### src/hdl/itba_pkg.sv
// itba_pkg: shared constants, state type and character helpers for the
// integer-to-ASCII converter. No dependencies.
`default_nettype none

package itba_pkg;

  localparam int RADIX_W = 6;
  localparam int CHAR_W  = 7;
  localparam int DIGIT_W = 6;

  localparam logic [RADIX_W-1:0] RADIX_RESET = 6'd16;
  localparam logic [RADIX_W-1:0] RADIX_MIN   = 6'd2;
  localparam logic [RADIX_W-1:0] RADIX_MAX   = 6'd36;

  localparam logic [DIGIT_W-1:0] DIGIT_LIMIT   = 6'd10;
  localparam logic [CHAR_W-1:0]  CHAR_ZERO     = 7'h30;
  localparam logic [CHAR_W-1:0]  CHAR_LETTER_A = 7'h61;
  localparam logic [CHAR_W-1:0]  CHAR_MINUS    = 7'h2d;

  typedef enum logic [1:0] {
    BACK_IDLE,
    BACK_DIV,
    BACK_SIGN,
    BACK_EMIT
  } back_state_t;

  // clamp the programmed base into 2..36
  function automatic logic [RADIX_W-1:0] eff_radix(input logic [RADIX_W-1:0] r);
    logic [RADIX_W-1:0] res;
    if (r < RADIX_MIN) begin
      res = RADIX_MIN;
    end else if (r > RADIX_MAX) begin
      res = RADIX_MAX;
    end else begin
      res = r;
    end
    return res;
  endfunction

  // digit value to '0'..'9' or 'a'..'z'
  function automatic logic [CHAR_W-1:0] digit_char(input logic [DIGIT_W-1:0] d);
    logic [CHAR_W-1:0] res;
    if (d < DIGIT_LIMIT) begin
      res = CHAR_ZERO + {1'b0, d};
    end else begin
      res = CHAR_LETTER_A + {1'b0, d - DIGIT_LIMIT};
    end
    return res;
  endfunction

endpackage

`default_nettype wire

### src/hdl/itba_fifo.sv
// itba_fifo: small register-based first-in first-out queue.
// Standalone, no package dependencies.
`default_nettype none

module itba_fifo #(
  parameter int WIDTH = 8,
  parameter int DEPTH = 2
) (
  input  wire logic             clk,
  input  wire logic             rst,
  input  wire logic             push,
  input  wire logic [WIDTH-1:0] wr_data,
  output logic                  full,
  input  wire logic             pop,
  output logic      [WIDTH-1:0] rd_data,
  output logic                  empty
);

  localparam int PTR_W = (DEPTH > 1) ? $clog2(DEPTH) : 1;
  localparam int CNT_W = $clog2(DEPTH + 1);

  logic [WIDTH-1:0] mem [DEPTH];
  logic [PTR_W-1:0] wr_ptr;
  logic [PTR_W-1:0] rd_ptr;
  logic [CNT_W-1:0] count;
  logic             do_push;
  logic             do_pop;

  assign full    = (count == CNT_W'(DEPTH));
  assign empty   = (count == '0);
  assign do_push = push && !full;
  assign do_pop  = pop && !empty;
  assign rd_data = mem[rd_ptr];

  always_ff @(posedge clk) begin
    if (do_push) begin
      mem[wr_ptr] <= wr_data;
    end
  end

  always_ff @(posedge clk) begin
    if (rst) begin
      wr_ptr <= '0;
      rd_ptr <= '0;
      count  <= '0;
    end else begin
      if (do_push) begin
        wr_ptr <= (wr_ptr == PTR_W'(DEPTH - 1)) ? '0 : wr_ptr + 1'b1;
      end
      if (do_pop) begin
        rd_ptr <= (rd_ptr == PTR_W'(DEPTH - 1)) ? '0 : rd_ptr + 1'b1;
      end
      if (do_push && !do_pop) begin
        count <= count + 1'b1;
      end else if (do_pop && !do_push) begin
        count <= count - 1'b1;
      end
    end
  end

endmodule

`default_nettype wire

### src/hdl/itba_front.sv
// itba_front: accepts integers, splits them into sign and unsigned magnitude
// and queues them for the conversion engine. Uses itba_fifo.
`default_nettype none

module itba_front #(
  parameter int VALUE_WIDTH = 32
) (
  input  wire logic                   clk,
  input  wire logic                   rst,
  input  wire logic                   push,
  input  wire logic [VALUE_WIDTH-1:0] value,
  output logic                        full,
  input  wire logic                   q_pop,
  output logic                        q_empty,
  output logic                        q_neg,
  output logic      [VALUE_WIDTH-1:0] q_mag
);

  logic                   neg;
  logic [VALUE_WIDTH-1:0] mag;

  // unsigned negate, so the most negative value keeps its magnitude
  assign neg = value[VALUE_WIDTH-1];
  assign mag = neg ? (~value + 1'b1) : value;

  itba_fifo #(
    .WIDTH(VALUE_WIDTH + 1),
    .DEPTH(2)
  ) u_queue (
    .clk    (clk),
    .rst    (rst),
    .push   (push),
    .wr_data({neg, mag}),
    .full   (full),
    .pop    (q_pop),
    .rd_data({q_neg, q_mag}),
    .empty  (q_empty)
  );

endmodule

`default_nettype wire

### src/hdl/itba_div.sv
// itba_div: iterative restoring divider of a wide magnitude by a 6-bit base,
// eight quotient bits per cycle. Uses itba_pkg.
`default_nettype none

module itba_div #(
  parameter int VALUE_WIDTH = 32
) (
  input  wire logic                            clk,
  input  wire logic                            rst,
  input  wire logic                            start,
  input  wire logic [VALUE_WIDTH-1:0]          dividend,
  input  wire logic [itba_pkg::RADIX_W-1:0]    divisor,
  output logic                                 done,
  output logic      [VALUE_WIDTH-1:0]          quotient,
  output logic      [itba_pkg::RADIX_W-1:0]    remainder
);

  localparam int STEPS = 8;
  localparam int NCYC  = (VALUE_WIDTH + STEPS - 1) / STEPS;
  localparam int PW    = NCYC * STEPS;
  localparam int CNT_W = $clog2(NCYC + 1);
  localparam int RW    = itba_pkg::RADIX_W;

  logic [PW-1:0]    acc;
  logic [RW-1:0]    rem;
  logic [CNT_W-1:0] cnt;
  logic             busy;
  logic [PW-1:0]    acc_next;
  logic [RW-1:0]    rem_next;

  // eight shift-compare-subtract steps on a 7-bit partial remainder
  always_comb begin
    logic [RW:0] t;
    acc_next = acc;
    rem_next = rem;
    for (int i = 0; i < STEPS; i++) begin
      t        = {rem_next, acc_next[PW-1]};
      acc_next = {acc_next[PW-2:0], 1'b0};
      if (t >= {1'b0, divisor}) begin
        rem_next    = RW'(t - {1'b0, divisor});
        acc_next[0] = 1'b1;
      end else begin
        rem_next = t[RW-1:0];
      end
    end
  end

  always_ff @(posedge clk) begin
    if (start) begin
      acc <= PW'(dividend);
      rem <= '0;
    end else if (busy) begin
      acc <= acc_next;
      rem <= rem_next;
    end
  end

  always_ff @(posedge clk) begin
    if (rst) begin
      busy <= 1'b0;
      cnt  <= '0;
      done <= 1'b0;
    end else begin
      done <= 1'b0;
      if (start) begin
        busy <= 1'b1;
        cnt  <= CNT_W'(NCYC);
      end else if (busy) begin
        cnt <= cnt - 1'b1;
        if (cnt == CNT_W'(1)) begin
          busy <= 1'b0;
          done <= 1'b1;
        end
      end
    end
  end

  assign quotient  = acc[VALUE_WIDTH-1:0];
  assign remainder = rem;

endmodule

`default_nettype wire

### src/hdl/itba_back.sv
// itba_back: conversion engine; repeated division into a digit stack, then
// sign and digits out most significant first. Uses itba_pkg and itba_div.
`default_nettype none

module itba_back #(
  parameter int VALUE_WIDTH = 32
) (
  input  wire logic                            clk,
  input  wire logic                            rst,
  input  wire logic                            q_empty,
  output logic                                 q_pop,
  input  wire logic                            q_neg,
  input  wire logic [VALUE_WIDTH-1:0]          q_mag,
  input  wire logic [itba_pkg::RADIX_W-1:0]    divisor,
  input  wire logic                            out_full,
  output logic                                 out_push,
  output logic      [itba_pkg::CHAR_W-1:0]     out_char,
  output logic                                 out_last
);

  localparam int CNT_W = $clog2(VALUE_WIDTH + 1);
  localparam int DW    = itba_pkg::DIGIT_W;

  itba_pkg::back_state_t state;
  itba_pkg::back_state_t state_next;

  logic [DW-1:0]          stack [VALUE_WIDTH];
  logic [CNT_W-1:0]       ndig;
  logic                   neg;
  logic                   div_start;
  logic [VALUE_WIDTH-1:0] div_dividend;
  logic                   div_done;
  logic [VALUE_WIDTH-1:0] div_quotient;
  logic [DW-1:0]          div_remainder;
  logic                   stack_push;
  logic                   stack_pop;
  logic                   last_digit;

  assign last_digit = (ndig == CNT_W'(1));

  itba_div #(
    .VALUE_WIDTH(VALUE_WIDTH)
  ) u_div (
    .clk      (clk),
    .rst      (rst),
    .start    (div_start),
    .dividend (div_dividend),
    .divisor  (divisor),
    .done     (div_done),
    .quotient (div_quotient),
    .remainder(div_remainder)
  );

  always_comb begin
    state_next = state;
    case (state)
      itba_pkg::BACK_IDLE: begin
        if (!q_empty) begin
          state_next = itba_pkg::BACK_DIV;
        end
      end
      itba_pkg::BACK_DIV: begin
        if (div_done && (div_quotient == '0)) begin
          state_next = neg ? itba_pkg::BACK_SIGN : itba_pkg::BACK_EMIT;
        end
      end
      itba_pkg::BACK_SIGN: begin
        if (!out_full) begin
          state_next = itba_pkg::BACK_EMIT;
        end
      end
      itba_pkg::BACK_EMIT: begin
        if (!out_full && last_digit) begin
          state_next = itba_pkg::BACK_IDLE;
        end
      end
      default: begin
        state_next = itba_pkg::BACK_IDLE;
      end
    endcase
  end

  always_comb begin
    q_pop        = 1'b0;
    div_start    = 1'b0;
    div_dividend = q_mag;
    stack_push   = 1'b0;
    stack_pop    = 1'b0;
    out_push     = 1'b0;
    out_char     = itba_pkg::digit_char(stack[0]);
    out_last     = 1'b0;
    case (state)
      itba_pkg::BACK_IDLE: begin
        q_pop     = !q_empty;
        div_start = !q_empty;
      end
      itba_pkg::BACK_DIV: begin
        div_dividend = div_quotient;
        div_start    = div_done && (div_quotient != '0);
        stack_push   = div_done;
      end
      itba_pkg::BACK_SIGN: begin
        out_push = !out_full;
        out_char = itba_pkg::CHAR_MINUS;
      end
      itba_pkg::BACK_EMIT: begin
        out_push  = !out_full;
        out_last  = last_digit;
        stack_pop = !out_full;
      end
      default: begin
        q_pop = 1'b0;
      end
    endcase
  end

  // digit stack: newest digit (the most significant so far) sits at the top
  always_ff @(posedge clk) begin
    if (stack_push) begin
      stack[0] <= div_remainder;
      for (int i = 1; i < VALUE_WIDTH; i++) begin
        stack[i] <= stack[i-1];
      end
    end else if (stack_pop) begin
      for (int i = 0; i < VALUE_WIDTH - 1; i++) begin
        stack[i] <= stack[i+1];
      end
    end
  end

  always_ff @(posedge clk) begin
    if (q_pop) begin
      neg <= q_neg;
    end
  end

  always_ff @(posedge clk) begin
    if (rst) begin
      state <= itba_pkg::BACK_IDLE;
      ndig  <= '0;
    end else begin
      state <= state_next;
      if (q_pop) begin
        ndig <= '0;
      end else if (stack_push) begin
        ndig <= ndig + 1'b1;
      end else if (stack_pop) begin
        ndig <= ndig - 1'b1;
      end
    end
  end

endmodule

`default_nettype wire

### src/hdl/int_to_base_ascii_core.sv
// int_to_base_ascii_core: top level of the signed integer to ASCII converter.
// Uses itba_pkg, itba_front, itba_back and itba_fifo.
`default_nettype none

// Converts each pushed signed integer into ASCII text in the base held in the
// radix register (2..36; 0 and 1 act as 2, 37..63 act as 36; reset value 16).
// One character comes out per result, most significant first: a leading '-'
// for a negative value, then digits '0'..'9' and 'a'..'z'; zero gives "0" and
// the final character of each number carries last_char. The most negative
// value converts exactly because the magnitude is unsigned. Both sides act
// as queues: push/full on the input, empty/pop on the results. A two-entry
// queue sits between the input side and the conversion engine, and a
// two-entry queue holds finished characters, so either side may stall
// without blocking the other. The engine works on one number at a time:
// each digit takes one pass of the divider, and the characters then leave
// one at a time, each as soon as the output queue has room. The radix port
// accepts a write in every cycle; write it only while no number is in flight.

module int_to_base_ascii_core #(
  parameter int VALUE_WIDTH = 32
) (
  input  wire logic                               clk,
  input  wire logic                               rst,
  // number input
  input  wire logic                               push,
  output logic                                    full,
  input  wire logic [VALUE_WIDTH-1:0]             value,
  // character output
  output logic                                    empty,
  input  wire logic                               pop,
  output logic      [itba_pkg::CHAR_W-1:0]        character,
  output logic                                    last_char,
  // radix register write
  input  wire logic                               cfg_valid,
  output logic                                    cfg_ready,
  input  wire logic [itba_pkg::RADIX_W-1:0]       cfg_data
);

  logic [itba_pkg::RADIX_W-1:0] radix;
  logic [itba_pkg::RADIX_W-1:0] divisor;

  logic                         q_pop;
  logic                         q_empty;
  logic                         q_neg;
  logic [VALUE_WIDTH-1:0]       q_mag;

  logic                         out_full;
  logic                         out_push;
  logic [itba_pkg::CHAR_W-1:0]  out_char;
  logic                         out_last;

  // radix register, always ready
  assign cfg_ready = 1'b1;

  always_ff @(posedge clk) begin
    if (rst) begin
      radix <= itba_pkg::RADIX_RESET;
    end else if (cfg_valid && cfg_ready) begin
      radix <= cfg_data;
    end
  end

  // out-of-range bases are clamped, not rejected
  assign divisor = itba_pkg::eff_radix(radix);

  // front: sign/magnitude split and request queue
  itba_front #(
    .VALUE_WIDTH(VALUE_WIDTH)
  ) u_front (
    .clk    (clk),
    .rst    (rst),
    .push   (push),
    .value  (value),
    .full   (full),
    .q_pop  (q_pop),
    .q_empty(q_empty),
    .q_neg  (q_neg),
    .q_mag  (q_mag)
  );

  // back: divide into digits, then emit sign and digits
  itba_back #(
    .VALUE_WIDTH(VALUE_WIDTH)
  ) u_back (
    .clk     (clk),
    .rst     (rst),
    .q_empty (q_empty),
    .q_pop   (q_pop),
    .q_neg   (q_neg),
    .q_mag   (q_mag),
    .divisor (divisor),
    .out_full(out_full),
    .out_push(out_push),
    .out_char(out_char),
    .out_last(out_last)
  );

  // finished characters wait here for the consumer
  itba_fifo #(
    .WIDTH(itba_pkg::CHAR_W + 1),
    .DEPTH(2)
  ) u_out_queue (
    .clk    (clk),
    .rst    (rst),
    .push   (out_push),
    .wr_data({out_char, out_last}),
    .full   (out_full),
    .pop    (pop),
    .rd_data({character, last_char}),
    .empty  (empty)
  );

endmodule

`default_nettype wire
### config.mk
export PLATFORM = sky130hd
export DESIGN_NAME = int_to_base_ascii_core
export DESIGN_NICKNAME = d
export VERILOG_FILES = /design/src/hdl/itba_pkg.sv /design/src/hdl/itba_fifo.sv /design/src/hdl/itba_front.sv /design/src/hdl/itba_div.sv /design/src/hdl/itba_back.sv /design/src/hdl/int_to_base_ascii_core.sv
export SDC_FILE = /design/constraint.sdc
export NUM_CORES = 1
export LEC_CHECK = 0
export BUFFER_PORTS_ARGS = -buffer_cell sky130_fd_sc_hd__buf_2
export CORE_MARGIN = 3
export CORE_UTILIZATION = 45
export DETAILED_ROUTE_END_ITERATION = 10
export SLEW_MARGIN = 10
export SYNTH_ARGS = -nofsm -noshare
export SYNTH_HDL_FRONTEND = slang
export SYNTH_HIERARCHICAL = 1
export SYNTH_SLANG_ARGS = --single-unit
### constraint.sdc
create_clock -name clk -period 16.2 [get_ports clk]
set_input_delay 2.43 -clock clk [delete_from_list [all_inputs] [get_ports clk]]
set_output_delay 2.43 -clock clk [all_outputs]
set_load 0.1 [all_outputs]
# Yosys cells after proc, flatten, opt, wreduce, memory -nomap -nowiden
# Memory sizes are Yosys's and may differ from the RTL's. A register that Yosys moved wholly into a read port is not among the register bits.
# Cells that the tools add are included.
[word_totals]
ram_bits = 274
output_inout_bits = 11
memories = 3
regBits = 66
[classes]
eq_ne = 12
mux = 96
n_reduce_logical = 34
n_bitwise = 33
magnitude_cmp = 11
n_addsub = 23
[mem_list]
columns = ["memory", "depth", "word_bits", "read_ports", "rd_clocked_by_memory_dff", "write_ports", "line", "source"]
rows = [
  ["u_back.stack", 32, 6, 32, 0, 32, "itba_back.sv:27", "logic [DW-1:0] stack [VALUE_WIDTH];"],
  ["u_front.u_queue.mem", 2, 33, 1, 1, 1, "itba_fifo.sv:22", "logic [WIDTH-1:0] mem [DEPTH];"],
  ["u_out_queue.mem", 2, 8, 1, 1, 1, "itba_fifo.sv:22", ""],
]
[ops]
columns = ["op", "n"]
rows = [
  ["6-bit two-way mux", 43],
  ["32-bit two-way mux", 4],
  ["7-bit by 6-bit greater-or-equal comparator with 1-bit output", 8],
  ["6-bit subtractor", 8],
  ["1-bit two-way mux", 35],
  ["32-bit by 1-bit adder with 32-bit output (second input constant)", 1],
  ["32-bit zero test", 1],
  ["32-bit inverter", 1],
  ["32-bit nonzero test", 1],
  ["1-bit bitwise OR", 31],
  ["2-bit two-way mux", 8],
  ["7-bit two-way mux", 2],
  ["1-bit logical AND", 11],
  ["2-bit == test (second input constant)", 4],
  ["1-bit zero test", 8],
  ["2-bit one-hot mux with 4 select lines", 1],
  ["2-bit nonzero test", 4],
  ["6-bit by 6-bit adder with 7-bit output (first input constant)", 1],
  ["7-bit by 6-bit adder with 7-bit output (first input constant)", 1],
  ["6-bit by 1-bit adder with 6-bit output (second input constant)", 1],
  ["6-bit by 1-bit == test with 1-bit output (second input constant)", 1],
  ["6-bit greater-than comparator (second input constant)", 1],
  ["2-bit zero test", 3],
  ["6-bit by 2-bit < comparator with 1-bit output (second input constant)", 1],
  ["other kinds (18)", 29],
]

# Logic depth before layout (Yosys ltp)
# Gate-level depths: netlist of the first run.
[depth]
depth_word = 21
mapped_depth = 85

# Modules after synthesis
# Netlist of the first run, hierarchy kept.
[by_module_without_submodules]
columns = ["module", "cells_each", "instances", "seq_area_each_um2", "area_per_inst_um2"]
rows = [
  ["itba_back", 743, 1, 5955.7, 9432.8],
  ["itba_div", 468, 1, 1181.1, 4589.4],
  ["itba_fifo at u_front.u_queue", 128, 1, 2082.0, 2591.2],
  ["itba_fifo at u_out_queue", 50, 1, 580.6, 793.3],
  ["itba_front", 101, 1, 0.0, 769.5],
  ["int_to_base_ascii_core", 32, 1, 120.1, 302.8],
]

# Least setup slack after synthesis of the first run
# No wires, ideal clock.
[synth_timing]
path_type = "register -> register"
startpoint = "register radix[2] in the netlist's numbering"
endpoint = "register u_back.u_div.acc[0] (netlist: u_back/u_div/quotient[0]), data pin"
stages_incl_launch_ff = 81
required_ns = 15.940
t_arrival_ns = 16.633
setup_slack_ns = -0.692
n_path_buf = 5
cell_sequence = "dfxtp_1 nor3_4 maj3_2 inv_1 ha_1 nand3b_1 nand2_1 o21ai_1 nand2_1 a21oi_1 ha_1 nor2b_1 o31a_1 o31a_1 a311oi_1 nand2_2 a21oi_1 ha_1 [... 45 more ...] o21ai_0 nand2b_1 o21a_1 o21ai_0 nand2b_1 a21oi_1 nand3_1 mux2_4 mux2i_1 ha_1 a21o_1 a21o_1 a21o_1 a21o_1 a31o_2 a21oi_1 o221ai_4 mux2_2"
[synth_via]
elab_chain_cells = 21
[synth_rtl]
columns = ["element", "line", "source"]
rows = [
  ["start: declaration", "int_to_base_ascii_core.sv:39", "logic [itba_pkg::RADIX_W-1:0] radix;"],
  ["start signal: assignment", "int_to_base_ascii_core.sv:57", "radix <= itba_pkg::RADIX_RESET;"],
  ["start signal: assignment", "int_to_base_ascii_core.sv:59", "radix <= cfg_data;"],
  ["6-bit greater-than comparator", "itba_pkg.sv:32", "end else if (r > RADIX_MAX) begin"],
  ["6-bit two-way mux", "itba_pkg.sv:32", ""],
  ["6-bit two-way mux *", "itba_pkg.sv:30", "if (r < RADIX_MIN) begin"],
  ["net divisor (one bit)", "int_to_base_ascii_core.sv:40", "logic [itba_pkg::RADIX_W-1:0] divisor;"],
  ["6-bit subtractor / 7-bit by 6-bit greater-or-equal comparator with 1-bit output (equally long branches)", "itba_div.sv:40, itba_div.sv:39", ""],
  ["6-bit two-way mux", "itba_div.sv:39", "if (t >= {1'b0, divisor}) begin"],
  ["6-bit subtractor / 7-bit by 6-bit greater-or-equal comparator with 1-bit output (equally long branches)", "itba_div.sv:40, itba_div.sv:39", ""],
  ["6-bit two-way mux", "itba_div.sv:39", ""],
  ["[... 6 more ...]", "n/a", ""],
  ["7-bit by 6-bit greater-or-equal comparator with 1-bit output / 6-bit subtractor (equally long branches)", "itba_div.sv:39, itba_div.sv:40", ""],
  ["6-bit two-way mux", "itba_div.sv:39", ""],
  ["6-bit subtractor / 7-bit by 6-bit greater-or-equal comparator with 1-bit output (equally long branches)", "itba_div.sv:40, itba_div.sv:39", ""],
  ["6-bit two-way mux", "itba_div.sv:39", ""],
  ["7-bit by 6-bit greater-or-equal comparator with 1-bit output *", "itba_div.sv:39", ""],
  ["1-bit two-way mux *", "itba_div.sv:39", ""],
  ["32-bit two-way mux *", "itba_div.sv:52", "end else if (busy) begin"],
  ["32-bit two-way mux *", "itba_div.sv:49", "if (start) begin"],
  ["end signal: assignment", "itba_div.sv:50", "acc <= PW'(dividend);"],
  ["end signal: assignment", "itba_div.sv:53", "acc <= acc_next;"],
  ["end: declaration", "itba_div.sv:24", "logic [PW-1:0] acc;"],
]
# Mark *: on every way through the listed nets, which the timed path passes. The rest lies on a longest branch. The select of a mux whose other input is x is not followed.
# A chain may end at the register's enable or synchronous reset.

# Worst setup path after layout of the first run
[layout_timing]
startpoint = "register radix[4] in the netlist's numbering"
endpoint = "register u_back.u_div.acc[0] (netlist: u_back/u_div/quotient[0]), data pin"
# The elaborated chain is that of the path after synthesis.

==> run metrics, run 1 <==
Max clock buf depth=3; max frequency=around 64 MHz; met2 WL=18.5 mm; layout cell share with drive strength beyond 1=28.6%; largest net degree at the start of global routing=93; DRT iter0 DRCs=725; Crit Path Max Fanout=7; hpwl dp=around 24 mm; Synth Area in Simple Gates=12.1%; Total GRT Usage=between 10% and 20%; largest family of logic cells by synthesized area=multiplexers; flops & latches, synth=342; total number of vias=11600; Synth Area in Compound Gates=7.56%; RePlAce Congestion=0.871; Critical Path AT=between 15000 and 20000 ps; Area growth syn-to-layout=13.7%; chip width=209 um; worst slew pin tran=about 1100 ps; multiplexer share of the synthesized area=between 10% and 20%; CTS tree=built; Layout Skew=15.0 ps; WL/cell=17.1 um; clock root buffer=clkbuf_16; Post-DRT Antenna Nets=0; met3 wire len=1.19 mm; post-layout min period=around 16000 ps; CP Class=reg -> reg; Die ar.=43500 sq um; Post-Synth Adder-Cell Area=around 5.3%; Max Cap Viol=0; clk_lat worst skew=560 ps; Critical Path RT=16500 ps; cells after synthesis=approximately 1500; Hold Path Class=reg -> reg; number of synthesized flops with an enable pin=307; Slowest-stage cell, CP=fa_1; Syn Nets=1638; # setup viols final=0; Inserted Diodes=0; post-layout net count=1729; DRC Markers=0; Starting Density=46.0%; routed wire length=37.0 mm; TNS Setup=0 ps; Avg Cell Area, Syn=12.1 sq um; first-pass GRT wire length=59.4 mm; CP endpoint kind=flip-flop; initial antenna violation count=0; dpl cell area=19400 sq um; clock transition at the registers of the reported paths=60 ps; Final Util=approximately 52%; Synth Flop Type=edfxtp_1; drt first pass iters=5; CTS H-tree lvls=2; # rows=73; number of global-route vias before repair=11600; Core Region=40200 sq um; Final Hold Violating Endpoints=0; Ys Warns=6; mapped cell area=18500 sq um; I/O Buffers=52; Vias/cell=roughly 5.4; Num Clock Sinks=342; startpoint types=flip-flop; Final Instance Area=~21000 sq um; synthesized-area fraction occupied by xor and xnor cells=3.46%; # IOs=54; Slew HR=about a quarter; Max Slew Vio Count=0; total CTS buffers=39; sequential area share after synthesis=between 50 and 60%; status=complete, no violations; top sig layer=met4; fin crit share=95.9%; total congestion overflow=0; die height=209 um; ys async rst share=0%; Routed met1 length=16.6 mm; slowest stage delay, CP=450 ps; post-synth cell types=around 100
## metrics by stage
step	setup slack (ps)	hold WS (ps)	std cells
floorplan	16.7	426	1522
global placement	347	431	2076
detailed placement	-33.2	442	2076
CTS	12.2	455	2149
global route	-196	466	2169
finish	667	450	2169
## sequential cells by signal, indices dropped and copies added (netlist names), 2 cells and up, named ones only
name	count
u_back/stack	192
u_front/u_queue/mem	66
u_back/u_div/quotient	32
u_out_queue/mem	16
radix	6
u_back/ndig	6
u_back/u_div/remainder	6
u_back/u_div/cnt	3
u_back/state	2
u_front/u_queue/count	2
u_out_queue/count	2
## worst paths after layout
| check | from | end | slack (ps) | depth (start not counted) |
|---|---|---|---|---|
| max | radix[4]$_SDFFE_PP1P_ | u_back/u_div/quotient[0]$_DFFE_PP_ | 670 | 74 |
| min | u_back/stack[30][2]$_DFFE_PP_ | u_back/stack[31][2]$_DFFE_PP_ | 450 | 0 |
| min reg2reg | u_back/stack[30][2]$_DFFE_PP_ | u_back/stack[31][2]$_DFFE_PP_ | 450 | 0 |
| max reg2reg | radix[4]$_SDFFE_PP1P_ | u_back/u_div/quotient[0]$_DFFE_PP_ | 670 | 74 |
## cells in the final DEF (no fill, tap or decap), types with 10 or more instances in the layout
cell type  synthesis  layout
edfxtp_1         307     307
ha_1              65      60
nor4_1            14      14
buf_2             19      52
mux2i_1           25      22
nor2_1            60      59
clkbuf_1          19      11
inv_1             56      54
nor3_1            14      12
nand2_1          280     275
xnor2_1           56      56
dfxtp_1           35      32
xor2_1            17      17
clkbuf_16          0      39
buf_4              7      57
nand3_1           11      10
a21o_1            14      14
mux2_2           222     219
a21oi_1           39      29
nor2b_1           15      15
nand2b_1          19      19
o21ai_0           47      42
## cell families after synthesis
group                      count (synthesis)
AOI/OAI and AO/OA                        193
and+or+nand+nor                          473
buffers and inverters                    117
DFF                                      342
other                                      1
muxes                                    249
adders and majority gates                 74
xor gates and xnor gates                  73
## worst max-delay path: cells and delay by family, from the launching register on
| kind | cells | cell delay [ps] |
|---|---|---|
| compound gates | 37 | 7290 |
| xor+xnor | 1 | 110 |
| fa+ha+maj | 9 | 2660 |
| buf+inv | 4 | 380 |
| flops | 1 | 340 |
| mux | 4 | 1230 |
| simple gates | 19 | 3240 |
## routing by layer
| metal | track usage [%] | vias to the layer above |
|---|---|---|
| li1 | - | 5743 |
| met1 | 21.5 | 5682 |
| met2 | 28.8 | 151 |
| met3 | 2.70 | 61 |
| met4 | 5.27 | 0 |
| met5 | 0 | - |
## Yosys cell counts (25+ instances only)
library cell | instances | share of area [%]
a21oi_1 | 39 | 1.1
dfxtp_1 | 35 | 3.8
edfxtp_1 | 307 | 50
ha_1 | 65 | 4.4
inv_1 | 56 | 1.1
mux2_2 | 222 | 14
mux2i_1 | 25 | 1.4
nand2_1 | 280 | 5.7
nor2_1 | 60 | 1.2
o21ai_0 | 47 | 1.3
xnor2_1 | 56 | 2.7
## what timing repair did
item | in CTS | in global routing
hold endpoints to repair | 0 | 0
resized for setup | 4 | 34
endpoints found under the setup margin | 5 | 7
pin swaps | 0 | 28
buffers inserted | 1 | 20
hold buffers | 0 | 0
## cell type report
cell class | count | area, sq um
fillers | 3503 | 19200
flip-flops and latches | 342 | 9920
multi-input cells | 1063 | 8260
clock buffers | 51 | 1030
repair buffers | 109 | 688
well taps | 525 | 657
clock inverters | 21 | 228
inverters | 58 | 221
Power of run 1 is not shown: default switching activity piles up to over one toggle a cycle in this logic, so the estimate is an artifact.
==> run 2: changes to the inputs <==
--- a/config.mk
+++ b/config.mk
@@ -5,6 +5,7 @@
 export SDC_FILE = /design/constraint.sdc
 export NUM_CORES = 1
 export LEC_CHECK = 0
+export ABC_AREA = 1
 export BUFFER_PORTS_ARGS = -buffer_cell sky130_fd_sc_hd__buf_2
 export CORE_MARGIN = 3
 export CORE_UTILIZATION = 45
==> run metrics, run 2 <==
number of global-route vias before repair=12700; Num Clock Sinks=342; DRT iter0 DRCs=963; I/O Buffers=52; routed wire length=between 30 and 40 mm; DRC Markers=0; RePlAce Congestion=0.860; Syn Nets=2167; # setup viols final=0; met1 global-route usage=25.7%; Cell Count, Final, Fillers Out=roughly 2700; # IOs=54; flops & latches, synth=342; Vias/cell=5.04; WL/cell=14.5 um; commonest non-fill, non-tap cell in the layout=nand2_1; CP Class=reg -> reg; CP endpoint kind=flip-flop; Hold Path Class=reg -> reg; cells after synthesis=2051; Die ar.=44800 sq um; post-layout min period=14500 ps; Critical Path AT=14760 ps; Total GRT Usage=between 10% and 20%; slowest stage delay, CP=640 ps; Synth Flop Type=edfxtp_1; status=complete, no violations; die height=between 200 and 250 um; Inserted Diodes=0; initial antenna violation count=0; worst slew pin tran=1130 ps; most frequent cells in the layout=nand2_1 (761), edfxtp_1 (307), inv_1 (175); CTS tree=built; dpl cell area=19600 sq um; most used cell, CP=inv_1; Final Hold Violating Endpoints=0; global-route track usage on met2=a little over a quarter; drt first pass iters=5; max frequency=69.0 MHz; Synth Area in Simple Gates=23.7%; CTS H-tree lvls=2; synthesized-area fraction occupied by xor and xnor cells=2.30%; Max clock buf depth=3; Synth Area in Compound Gates=5.75%; unrepaired setup endpoints after global routing=false; Max Slew Vio Count=0; sequential area share after synthesis=52.1%; layout cell share with drive strength beyond 1=14.1%; Ys Warns=6; clock transition at the registers of the reported paths=approximately 60 ps; Cells after DPL=2578; largest family of logic cells by synthesized area=simple AND/OR/NAND/NOR gates; # rows=74; TNS Setup=0 ps; final worst-path setup slack=1700 ps; register with the most flip-flops=u_back/stack; Crit Path Max Fanout=12; total congestion overflow=0; ys async rst share=0%; mapped cell area=19000 sq um; chip width=212 um; Final Instance Area=about 21000 sq um; first-pass GRT wire length=between 60 and 70 mm; max reg flops=around 190; Slowest-stage cell, CP=nor2_1; Synth area leader=edfxtp_1; number of synthesized flops with an enable pin=307; Slew HR=24.4%; Post-Synth Adder-Cell Area=5.12%; total CTS buffers=38; Starting Density=46.1%; Core Region=41300 sq um; largest net degree at the start of global routing=105; clk_lat worst skew=560 ps; Max Cap Viol=0; post-synth cell types=61; startpoint types=flip-flop; share of the synthesized area in the top cell type=48.5%; total number of vias=about 13000; hpwl dp=between 20 and 30 mm; Layout Skew=28.2 ps; Post-DRT Antenna Nets=0; multiplexer share of the synthesized area=4.97%; M3 GR Usage=~2.9%; Avg Cell Area, Syn=9.28 sq um; top post-synthesis cells by area=edfxtp_1 (48%), nand2_1 (15%), ha_1 (4.3%), dfxtp_1 (3.7%), inv_1 (3.5%); Critical Path RT=16470 ps; cell with the most instances after synthesis=nand2_1; commonest cells in the synthesized netlist=nand2_1 (762), edfxtp_1 (307), inv_1 (177); post-layout net count=2205; Area growth syn-to-layout=10.1%; fin crit share=89.5%; Top Usage Layer GRT=met2; clock root buffer=clkbuf_16; setup slack after placement=1610 ps
==> run 2: cell types whose count changed in the layout (fill, tap and decap cells not counted), sizes merged, moves of 18 or more <==
cell and change:
nor2 +99, nor2b -18, o21ai +70, mux2 -150, nand2 +502, mux2i -25, buf -45, nand3 +62
xnor2 -32, nand2b -19, inv +132
==> run 2: area by class of cell <==
type / instances / area (sq um)
inverters: 191 / 734
clock inverters: 19 / 244
flip-flops and latches: 342 / 9920
fillers: 3834 / 20400
well taps: 532 / 666
repair buffers: 64 / 350
multi-input cells: 1452 / 7980
clock buffers: 51 / 1050
==> run 2: what timing repair did <==
item / CTS / global route
hold buffers: 0 / 0
endpoints found under the setup margin: 0 / 6
gates resized for setup: 0 / 2
setup buffers: 0 / 3
==> run 2: path summary, 6_finish.rpt <==
path | startpoint | to | slack (ps) | depth (start not counted)
max | radix[0]$_SDFFE_PP0P_ | u_back/u_div/quotient[0]$_DFFE_PP_ | 1700 | 81
min | u_back/stack[30][2]$_DFFE_PP_ | u_back/stack[31][2]$_DFFE_PP_ | 450 | 0
max reg2reg | radix[0]$_SDFFE_PP0P_ | u_back/u_div/quotient[0]$_DFFE_PP_ | 1700 | 81
min reg2reg | u_back/stack[30][2]$_DFFE_PP_ | u_back/stack[31][2]$_DFFE_PP_ | 450 | 0
==> run 2: per-layer routing <==
| metal | part of all wire, % | wire (um) |
|---|---|---|
| met1 | 50 | 19300 |
| met2 | 44 | 16800 |
| met3 | 4.6 | 1770 |
| met4 | 1.7 | 664 |
| met5 | 0 | 0 |
==> run 2: through the flow <==
stage,util (%),hold slack (ps)
2_1_floorplan,-,427
3_3_place_gp,47.5,434
3_5_place_dp,47.5,442
4_1_cts,50.6,455
5_1_grt,50.7,468
6_report,50.7,453
==> run 2: critical path, delay by kind of cell (launching register included) <==
kind	cells	cell delay, ps
buffers and inverters	12	880
AO/OA/AOI/OAI	30	5620
flip-flops	1	320
AND/OR/NAND/NOR	31	4630
adder cells (fa/ha/maj)	8	2720
==> run 2: cell families (layout without fill, tap and decap cells) <==
family / after synthesis / after routing
xor+xnor: 49 / 49
buf+inv: 257 / 325
compound gates: 198 / 198
mux: 74 / 74
other cells: 1 / 1
flops: 342 / 342
simple gates: 1057 / 1057
fa+ha+maj: 73 / 73
Power of run 2 is left out for the same reason.
